===== src/hw/rtl/bdx_pkg.sv =====
package bdx_pkg;

  localparam int MAX_WIDTH_DEF  = 2048;
  localparam int PIXEL_BITS_DEF = 8;
  localparam int HEIGHT_LIMIT   = 2048;

  localparam int CFG_W      = 12;
  localparam int CFG_IDX_W  = 2;
  localparam int PIX_PORT_W = 8;
  localparam int SUM_W      = PIX_PORT_W + 1;
  localparam int ROW_W      = $clog2(HEIGHT_LIMIT);

  localparam int Q_DEPTH = 4;
  localparam int Q_PTR_W = $clog2(Q_DEPTH);
  localparam int Q_CNT_W = $clog2(Q_DEPTH + 1);

  localparam logic [CFG_W-1:0] WIDTH_RESET  = 12'd640;
  localparam logic [CFG_W-1:0] HEIGHT_RESET = 12'd480;

  typedef enum logic [CFG_IDX_W-1:0] {
    REG_FRAME_WIDTH  = 2'd0,
    REG_FRAME_HEIGHT = 2'd1
  } reg_idx_t;

  typedef struct packed {
    logic [SUM_W-1:0] line_sum;
    logic [SUM_W-1:0] pair_sum;
    logic             row_end;
    logic             frame_end;
  } job_t;

  // zero acts as one, anything above the limit saturates
  function automatic logic [CFG_W-1:0] clamp_dim(input logic [CFG_W-1:0] v, input int limit);
    if (v == '0) begin
      return CFG_W'(1);
    end else if (int'(v) > limit) begin
      return CFG_W'(limit);
    end else begin
      return v;
    end
  endfunction

endpackage


===== src/hw/rtl/bdx_back.sv =====
module bdx_back import bdx_pkg::*; (
  input  logic                  clk,
  input  logic                  rst,
  input  logic                  q_valid,
  input  job_t                  q_job,
  output logic                  q_take,
  input  logic                  pop,
  output logic                  empty,
  output logic [PIX_PORT_W-1:0] avg_value,
  output logic                  row_end,
  output logic                  frame_end
);

  logic             out_valid;
  logic [SUM_W:0]   block_sum;

  assign block_sum = (SUM_W + 1)'(q_job.line_sum) + (SUM_W + 1)'(q_job.pair_sum);
  assign q_take    = q_valid && (!out_valid || pop);
  assign empty     = !out_valid;

  always_ff @(posedge clk) begin
    if (rst) begin
      out_valid <= 1'b0;
    end else if (q_take) begin
      out_valid <= 1'b1;
    end else if (pop) begin
      out_valid <= 1'b0;
    end
  end

  always_ff @(posedge clk) begin
    if (q_take) begin
      avg_value <= block_sum[SUM_W:2];
      row_end   <= q_job.row_end;
      frame_end <= q_job.frame_end;
    end
  end

endmodule

===== config.mk =====
export PLATFORM = sky130hd
export DESIGN_NAME = bdx_back
export DESIGN_NICKNAME = d
export VERILOG_FILES = /design/src/hw/rtl/bdx_pkg.sv /design/src/hw/rtl/bdx_back.sv
export SDC_FILE = /design/constraint.sdc
export NUM_CORES = 1
export LEC_CHECK = 0
export ABC_AREA = 1
export ABC_CLOCK_PERIOD_IN_PS = 1650
export BUFFER_PORTS_ARGS = -buffer_cell sky130_fd_sc_hd__buf_2
export CAP_MARGIN = 5
export CORE_AREA = 2 2 47 49
export DETAILED_ROUTE_END_ITERATION = 12
export DIE_AREA = 0 0 49 51
export PLACE_DENSITY = 0.68
export SETUP_SLACK_MARGIN = 0.5
export SLEW_MARGIN = 15
export SYNTH_ARGS = -nofsm -noshare
export SYNTH_HDL_FRONTEND = slang
export SYNTH_SLANG_ARGS = --single-unit

===== constraint.sdc =====
create_clock -name clk -period 1.65 [get_ports clk]
set_input_delay 0 -clock clk [delete_from_list [all_inputs] [get_ports clk]]
set_output_delay 0 -clock clk [all_outputs]
set_load 0.02 [all_outputs]

==> reports/qor.csv <==
metric;value;unit
Congestion Overflow GR;0;
switching fraction of total power;30.4;%
WP depth;2;
Rows;17;
first-pass GRT wire length;2.32;mm
post-synth net total;124;
Synth area leader;edfxtp_1;
root cell of the clock tree;clkbuf_4;
worst-margin pin slew;0.162;ns
Clock Skews;0.00235;ns
routed len/inst;8.43;um
Worst Setup SP;out_valid;
Warnings, synthesis;0;
final hold viol count;0;
Cell variety after synth;16;
vias in the first global route;623;
max-cap viol count;0;
die area;2500;um2
status;finished clean;
hold_ws;0.0358;ns
die height;51;um
Setup CP Type;flip-flop to flip-flop;
Antenna Nets Post-Route;0;
Post-route DRC;0;
Cells after Synth;92;
CP max stage cell;dfxtp_1;
met1 WL;596;um
Top Layer Used;met4;
r2r endpoint;avg_value[5];
Antenna Cells;0;
share of total power in combinational logic;32.8;%
Finished Cell Area;1050;um2
chip width;49;um
Avg Cell Area, Syn;8.20;um2
Cell Chain, Critical Path;a21oi_4 > buf_4;
RSZ-0062 raised after global routing;false;
clk slew on worst S/H paths;0.06;ns
Fmax;1040;MHz
Vias per Instance;4.31;
commonest non-fill, non-tap cell in the layout;buf_2;
R2R cell count;2;
placed cells;155;
area grow syn2layout;38.8;%
TNS Setup;0;ns
pwr/cell area;738;nW/um2
Core Footprint;2060;um2
clk_lat worst skew;0.26;ns
global-route usage over all layers;12.1;%
metal2 WL;682;um
final setup violation count;0;
Clk pwr share;22.0;%
fin crit share;58.3;%
placed cell areas;976;um2
vias;707;
fin nets;169;
Rel. slew slack;89.1;%
First-pass DRT Iterations;4;
initial drt markers;17;
CP max FO;6;
Top delay family on crit path;flip-flops;
Clock Tree Buf Depth;2;
sequential area share after synthesis;42.5;%
num ports;36;
HPWL after DPL;1.21;mm
internal power;0.000538;W
Reg2Reg Launch Point;out_valid;
WL met3;98;um
total power;0.000772;W
initial antenna violation count;0;
Num CTS Buffers;3;
fraction of layout cells with a size suffix above 1;39.0;%
register share of total power;45.2;%
H-tree Lvls;1;
Startpoint Class;flip-flop;
CTS tree;done;
synthesized cell area;754;um2
CP bufs+invs;1;
Critical Path End;avg_value[5];
largest cells by area after synthesis;edfxtp_1 (40%), ha_1 (13%), nand2_1 (13%);
Setup crit end kind;flip-flop;
CTS sink cnt;11;
post-synth top area share;39.8;%
sw power;0.000235;W
minimum clock period;0.963;ns
slowest stage delay, CP;0.34;ns
maximum number of pins on one net before global-route repair;7;
total routed wirelength;1.38;mm
Crit path required time;1.63;ns
leakage power;0.569;nW
final cell count without fillers;164;
Arr. time, crit path;0.94;ns
Initial Util;36.6;%
flop2flop setup slack;0.69;ns
PortBufs;35;
final-report max-slew violation count;0;
VDD IR max;0.312;mV
gpl congestion;0.802;
Hold WC Path Type;input pin to flip-flop;
highest-count cells in the layout ignoring fill and taps;buf_2 (35), nand2_1 (26), inv_1 (16);
Seq cells post-synth;11;
[metal layers]
layer | GRT usage, % | vias up
met4 | 7.14 | 0
met5 | 0 | -
met2 | 22.4 | 25
li1 | - | 379
met3 | 2.63 | 2
met1 | 12.8 | 301
[per-stage QoR]
step	utilization, %	setup slack (ns)
6_report	50.8	0.687
5_1_grt	50.8	0.603
4_1_cts	50.8	0.688
3_5_place_dp	47.3	0.416
3_3_place_gp	47.3	0.413
2_1_floorplan	-	0.605
[registers in the layout, indices dropped and copies added (netlist names)]
signal     cells
frame_end      1
avg_value      8
out_valid      1
row_end        1
[power groups by stage]
stage | combinational [W] | sequential [W] | clock (W)
final | 0.000254 | 0.000349 | 0.000170
after detailed placement | 0.000246 | 0.000356 | 0
after floorplan | 0.000134 | 0.000391 | 0
after CTS | 0.000257 | 0.000350 | 0.000181
after global placement | 0.000240 | 0.000355 | 0
after global routing | 0.000283 | 0.000351 | 0.000198
[worst register-to-register path, delay by kind of cell, from the launching register on]
family | cells | cell delay, ns
AOI/OAI and AO/OA | 1 | 0.17
buffers and inverters | 1 | 0.17
DFF | 1 | 0.34
[how the worst min path moves through the flow]
| stage | startpoint | to | slack, ns | cells after the start |
|---|---|---|---|---|
| 6_report | pop | out_valid | 0.04 | 4 |
| 4_1_cts | pop | out_valid | 0.03 | 4 |
| 2_1_floorplan | rst | out_valid | 0.07 | 1 |
| 3_5_place_dp | rst | out_valid | 0.16 | 2 |
| 5_1_grt | pop | out_valid | 0.05 | 4 |
| 3_3_place_gp | rst | out_valid | 0.16 | 2 |
[cell families after synthesis]
| group | share of synthesized area (%) |
|---|---|
| compound gates | 6.30 |
| xor+xnor | 3.48 |
| fa+ha+maj | 13.3 |
| buf+inv | 9.45 |
| flops | 42.5 |
| simple gates | 25.0 |
[timing repair]
item                                    CTS  global route
gates resized for setup                   0             0
endpoints found under the setup margin    1             0
setup buffers                             2             0
endpoints found under the hold margin     3             0
hold buffers                              3             0
[area by class of cell]
| type | instances | area [um2] |
|---|---|---|
| fill | 212 | 1020 |
| multi-input combinational | 62 | 374 |
| sequential | 11 | 320 |
| timing repair buffer | 40 | 220 |
| inverter | 19 | 71.3 |
| tap | 28 | 35.0 |
| clock buffer | 4 | 26.3 |
[Yosys cell counts (all sizes together)]
| cell | count |
|---|---|
| nand2 | 33 |
| clkinv | 1 |
| nor2 | 4 |
| nand3 | 5 |
| nor3 | 1 |
| inv | 18 |
| xor2 | 3 |
| dfxtp | 1 |
| ha | 8 |
| o21ai | 3 |
| a21oi | 5 |
| edfxtp | 10 |
No activity file was read; power rests on OpenSTA's default activity.
