<file path="config.mk">
export PLATFORM = sky130hd
export DESIGN_NAME = bdx_queue
export DESIGN_NICKNAME = d
export VERILOG_FILES = /design/src/hw/rtl/bdx_pkg.sv /design/src/hw/rtl/bdx_queue.sv
export SDC_FILE = /design/constraint.sdc
export NUM_CORES = 1
export LEC_CHECK = 0
export ABC_AREA = 1
export ABC_CLOCK_PERIOD_IN_PS = 2850
export BUFFER_PORTS_ARGS = -buffer_cell sky130_fd_sc_hd__buf_2
export CAP_MARGIN = 15
export CORE_MARGIN = 2
export CORE_UTILIZATION = 35
export DETAILED_ROUTE_END_ITERATION = 12
export SYNTH_ARGS = -nofsm -noshare
export SYNTH_HDL_FRONTEND = slang
export SYNTH_SLANG_ARGS = --single-unit
</file>
<file path="constraint.sdc">
create_clock -name clk -period 2.85 [get_ports clk]
set_input_delay 0.1425 -clock clk [delete_from_list [all_inputs] [get_ports clk]]
set_output_delay 0.1425 -clock clk [all_outputs]
set_load 0.01 [all_outputs]
</file>
<file path="src/hw/rtl/bdx_pkg.sv">
package bdx_pkg;

  localparam int MAX_WIDTH_DEF  = 2048;
  localparam int PIXEL_BITS_DEF = 8;
  localparam int HEIGHT_LIMIT   = 2048;

  localparam int CFG_W      = 12;
  localparam int CFG_IDX_W  = 2;
  localparam int PIX_PORT_W = 8;
  localparam int SUM_W      = PIX_PORT_W + 1;
  localparam int ROW_W      = $clog2(HEIGHT_LIMIT);

  localparam int Q_DEPTH = 4;
  localparam int Q_PTR_W = $clog2(Q_DEPTH);
  localparam int Q_CNT_W = $clog2(Q_DEPTH + 1);

  localparam logic [CFG_W-1:0] WIDTH_RESET  = 12'd640;
  localparam logic [CFG_W-1:0] HEIGHT_RESET = 12'd480;

  typedef enum logic [CFG_IDX_W-1:0] {
    REG_FRAME_WIDTH  = 2'd0,
    REG_FRAME_HEIGHT = 2'd1
  } reg_idx_t;

  typedef struct packed {
    logic [SUM_W-1:0] line_sum;
    logic [SUM_W-1:0] pair_sum;
    logic             row_end;
    logic             frame_end;
  } job_t;

  // zero acts as one, anything above the limit saturates
  function automatic logic [CFG_W-1:0] clamp_dim(input logic [CFG_W-1:0] v, input int limit);
    if (v == '0) begin
      return CFG_W'(1);
    end else if (int'(v) > limit) begin
      return CFG_W'(limit);
    end else begin
      return v;
    end
  endfunction

endpackage

</file>
<file path="src/hw/rtl/bdx_queue.sv">
module bdx_queue import bdx_pkg::*; (
  input  logic               clk,
  input  logic               rst,
  input  logic               push_en,
  input  job_t               push_data,
  input  logic               pop_en,
  output job_t               head,
  output logic               not_empty,
  output logic [Q_CNT_W-1:0] count
);

  job_t               slots [Q_DEPTH];
  logic [Q_PTR_W-1:0] wr_ptr;
  logic [Q_PTR_W-1:0] rd_ptr;

  assign head      = slots[rd_ptr];
  assign not_empty = count != '0;

  always_ff @(posedge clk) begin
    if (rst) begin
      wr_ptr <= '0;
      rd_ptr <= '0;
      count  <= '0;
    end else begin
      if (push_en) begin
        wr_ptr <= (wr_ptr == Q_PTR_W'(Q_DEPTH - 1)) ? '0 : wr_ptr + Q_PTR_W'(1);
      end
      if (pop_en) begin
        rd_ptr <= (rd_ptr == Q_PTR_W'(Q_DEPTH - 1)) ? '0 : rd_ptr + Q_PTR_W'(1);
      end
      case ({push_en, pop_en})
        2'b10:   count <= count + Q_CNT_W'(1);
        2'b01:   count <= count - Q_CNT_W'(1);
        default: count <= count;
      endcase
    end
  end

  always_ff @(posedge clk) begin
    if (push_en) begin
      slots[wr_ptr] <= push_data;
    end
  end

endmodule

</file>
==> metrics.csv <==
stage,metric,value,unit
layout,Nets,337,
timing,slew of the pin with the lowest slew margin,0.908,ns
yosys,Synth warnings,0,
layout,most frequent cells in the layout,"80 x edfxtp_1, 47 x buf_2, 45 x nor2_1",
critical_path,CP max stage cell,inv_1,
clock_network,CTS Buffer Depth,2,
critical_path,"Arr. time, crit path",1.87,ns
die,die width,103,um
timing,Final Skew,0.00853,ns
yosys,post-synth top area cell,edfxtp_1,
pwr,logic gate share of total power,11.2,%
placed_design,Final HPWL DP,3.69,mm
yosys,Synth Net Count,284,
yosys,top cell type's share of synthesized area,70.7,%
critical_path,start of the worst register-to-register path,wr_ptr[0],
timing,final slew viol count,0,
layout,Finished Layout Cells,440,
route,final wirelength,6.18,mm
layout,final instance area,0.00400,mm2
route,via count,2088,
layout,Finished Core Util,42.9,%
placed_design,port buffer count,47,
critical_path,CP Max Fanout,21,
global_routing,first-pass GRT wire length,9.73,mm
timing,Max transition margin,39.4,%
yosys,synthesized cell area,0.00340,mm2
critical_path,CP Capture Type,output port,
placed_design,Placed Area,0.00375,mm2
pwr,leakage,1.47,nW
placed_design,Placer Congestion,0.745,
critical_path,Required @ worst endpoint,2.71,ns
die,die height,103,um
placed_design,Placed Instances,419,
route,wire per inst,14.0,um
worst_hold_path,hold depth,1,
critical_path,Top Family by Delay on Critical Path,buffers and inverters,
clock_network,Root Buffer,clkbuf_8,
pwr,Internal,1.99,mW
clock_network,clock buffer count from CTS,9,
critical_path,Worst R2R Setup Slack,1.17,ns
critical_path,Crit path buffers/inverters,3,
layout,antenna cells,0,
yosys,Synth Instances,253,
critical_path,critical path class,reg2out,
clock_network,Worst-path clk slew,0.08,ns
clock_network,CTS tree,done,
clock_network,Post-CTS Setup Inserts,0,
status,outcome,completed,
global_routing,largest net degree at the start of global routing,41,
die,Initial Util,36.4,%
critical_path,reg2reg path depth,3,
pwr,peak supply drop,0.000245,V
die,row cnt,35,
worst_hold_path,Hold Path Sink,slots[3][8],
timing,Final Hold Fails,0,
worst_hold_path,hold path startpoint,push_data[8],
timing,unrepaired setup endpoints after global routing,false,
critical_path,Slowest Stage Delay on Critical Path,0.50,ns
worst_hold_path,hold crit path type,in2reg,
layout,layout cells sized above 1,20.6,%
global_routing,vias in the first global route,2000,
critical_path,critical path cell sequence,"buf_4, inv_1, o21ai_1, o22ai_1, buf_2",
die,total core area,0.00933,mm2
global_routing,Total GRT Usage,12.4,%
global_routing,GRT overflow,0,
timing,Max Freq,496,MHz
die,num ports,48,
timing,final worst path period share,70.8,%
global_routing,initial antenna violation count,0,
pwr,switching pwr,0.628,mW
route,Final ANT Viol Nets,0,
yosys,largest cells by area after synthesis,"edfxtp_1 71%, o21ai_1 5.9%, dfxtp_1 5.3%",
pwr,part of the power in the clock network,31.4,%
die,Die ar.,0.0105,mm2
clock_network,htree depth,3,
critical_path,startpoint types,register,
yosys,Syn Area/Cell,13.4,um2
yosys,Unique masters post-synth,17,
clock_network,Worst-Skew Late Latency,0.34,ns
timing,final setup fails,0,
route,vias per cell,4.75,
timing,TNS Setup,0,ns
clock_network,clk sink count,89,
pwr,Net Sw Frac,24.0,%
pwr,power density cells,655,mW/mm2
yosys,#FFs+latches synth,89,
critical_path,RR Endpoint,slots[3][9],
route,Detailed Routing Iterations Pass 1,4,
route,DR DRC count,0,
route,initial drt markers,78,
yosys,register area share after synthesis,76.1,%
timing,clock period minus worst slack,2.02,ns
run,max cap viols,0,
layout,"commonest non-fill, non-tap cell in the layout",edfxtp_1,
pwr,Reg power frac,57.3,%
layout,Synth-to-Final Area Change,17.7,%
## cells by family (layout without fill, tap and decap cells)
logic type / Yosys count / after routing / share of synthesized area [%]
and+or+nand+nor: 58 / 58 / 6.63
buffers and inverters: 30 / 88 / 3.61
adders and majority gates: 7 / 7 / 2.80
AOI/OAI and AO/OA: 69 / 69 / 10.9
DFF: 89 / 89 / 76.0
## power by group through the flow
stage | combinational [mW] | clock [mW] | sequential (mW)
after global routing | 0.333 | 0.890 | 1.51
after detailed placement | 0.294 | 0 | 1.53
after global placement | 0.288 | 0 | 1.53
after floorplan | 0.172 | 0 | 1.53
after CTS | 0.300 | 0.841 | 1.50
final | 0.295 | 0.824 | 1.50
## Yosys cell counts
cell type	count
inv_2	1
nand3_1	2
o21ai_1	40
edfxtp_1	80
nor3_1	2
buf_2	8
fa_1	1
nor2_1	45
dfxtp_1	9
ha_1	6
inv_1	17
nand2_1	8
a21oi_1	5
nand4_1	1
o22ai_1	20
o21ai_0	4
clkbuf_1	4
## worst max path at each step
stage	slack, ns	to	cells past startpoint
floorplan	1.48	slots[3][0]	3
global placement	1.13	slots[3][7]	3
detailed placement	1.15	slots[3][8]	3
CTS	0.81	head[18]	5
global route	0.68	head[13]	5
finish	0.83	head[0]	5
## cell type report
class                   count  area [um2]
well taps                 129         161
flip-flops and latches     89        2580
fillers                   848        5330
repair buffers             54         300
clock buffers               9         124
clock inverters             7        71.3
multi-input cells         134         691
inverters                  18        67.6
## timing repair
item | in CTS | in global routing
endpoints found under the hold margin | 19 | 0
hold buffers | 5 | 0
gates resized for setup | 0 | 0
## state kept, by name (all words and copies together) (netlist names), named ones only
signal,count
slots,80
wr_ptr,2
count,3
rd_ptr,2
## per-layer routing
metal	part of all wire, %	wire [um]	global-route usage [%]	vias up
li1	-	-	-	1025
met1	44	2710	14.9	993
met2	47	2930	20.7	60
met3	6.9	429	4.54	10
met4	1.7	103	4.62	0
met5	0	0	0	-
## through the flow
| stage | hold WS, ns | total power [mW] | setup slack [ns] |
|---|---|---|---|
| final | 0.0125 | 2.62 | 0.833 |
| after global routing | 0.0000708 | 2.73 | 0.682 |
| after CTS | 0.000907 | 2.64 | 0.807 |
| after detailed placement | 0.353 | 1.83 | 1.15 |
| after global placement | 0.353 | 1.82 | 1.13 |
| after floorplan | 0.215 | 1.70 | 1.48 |
(Power assumes the default switching activity.)
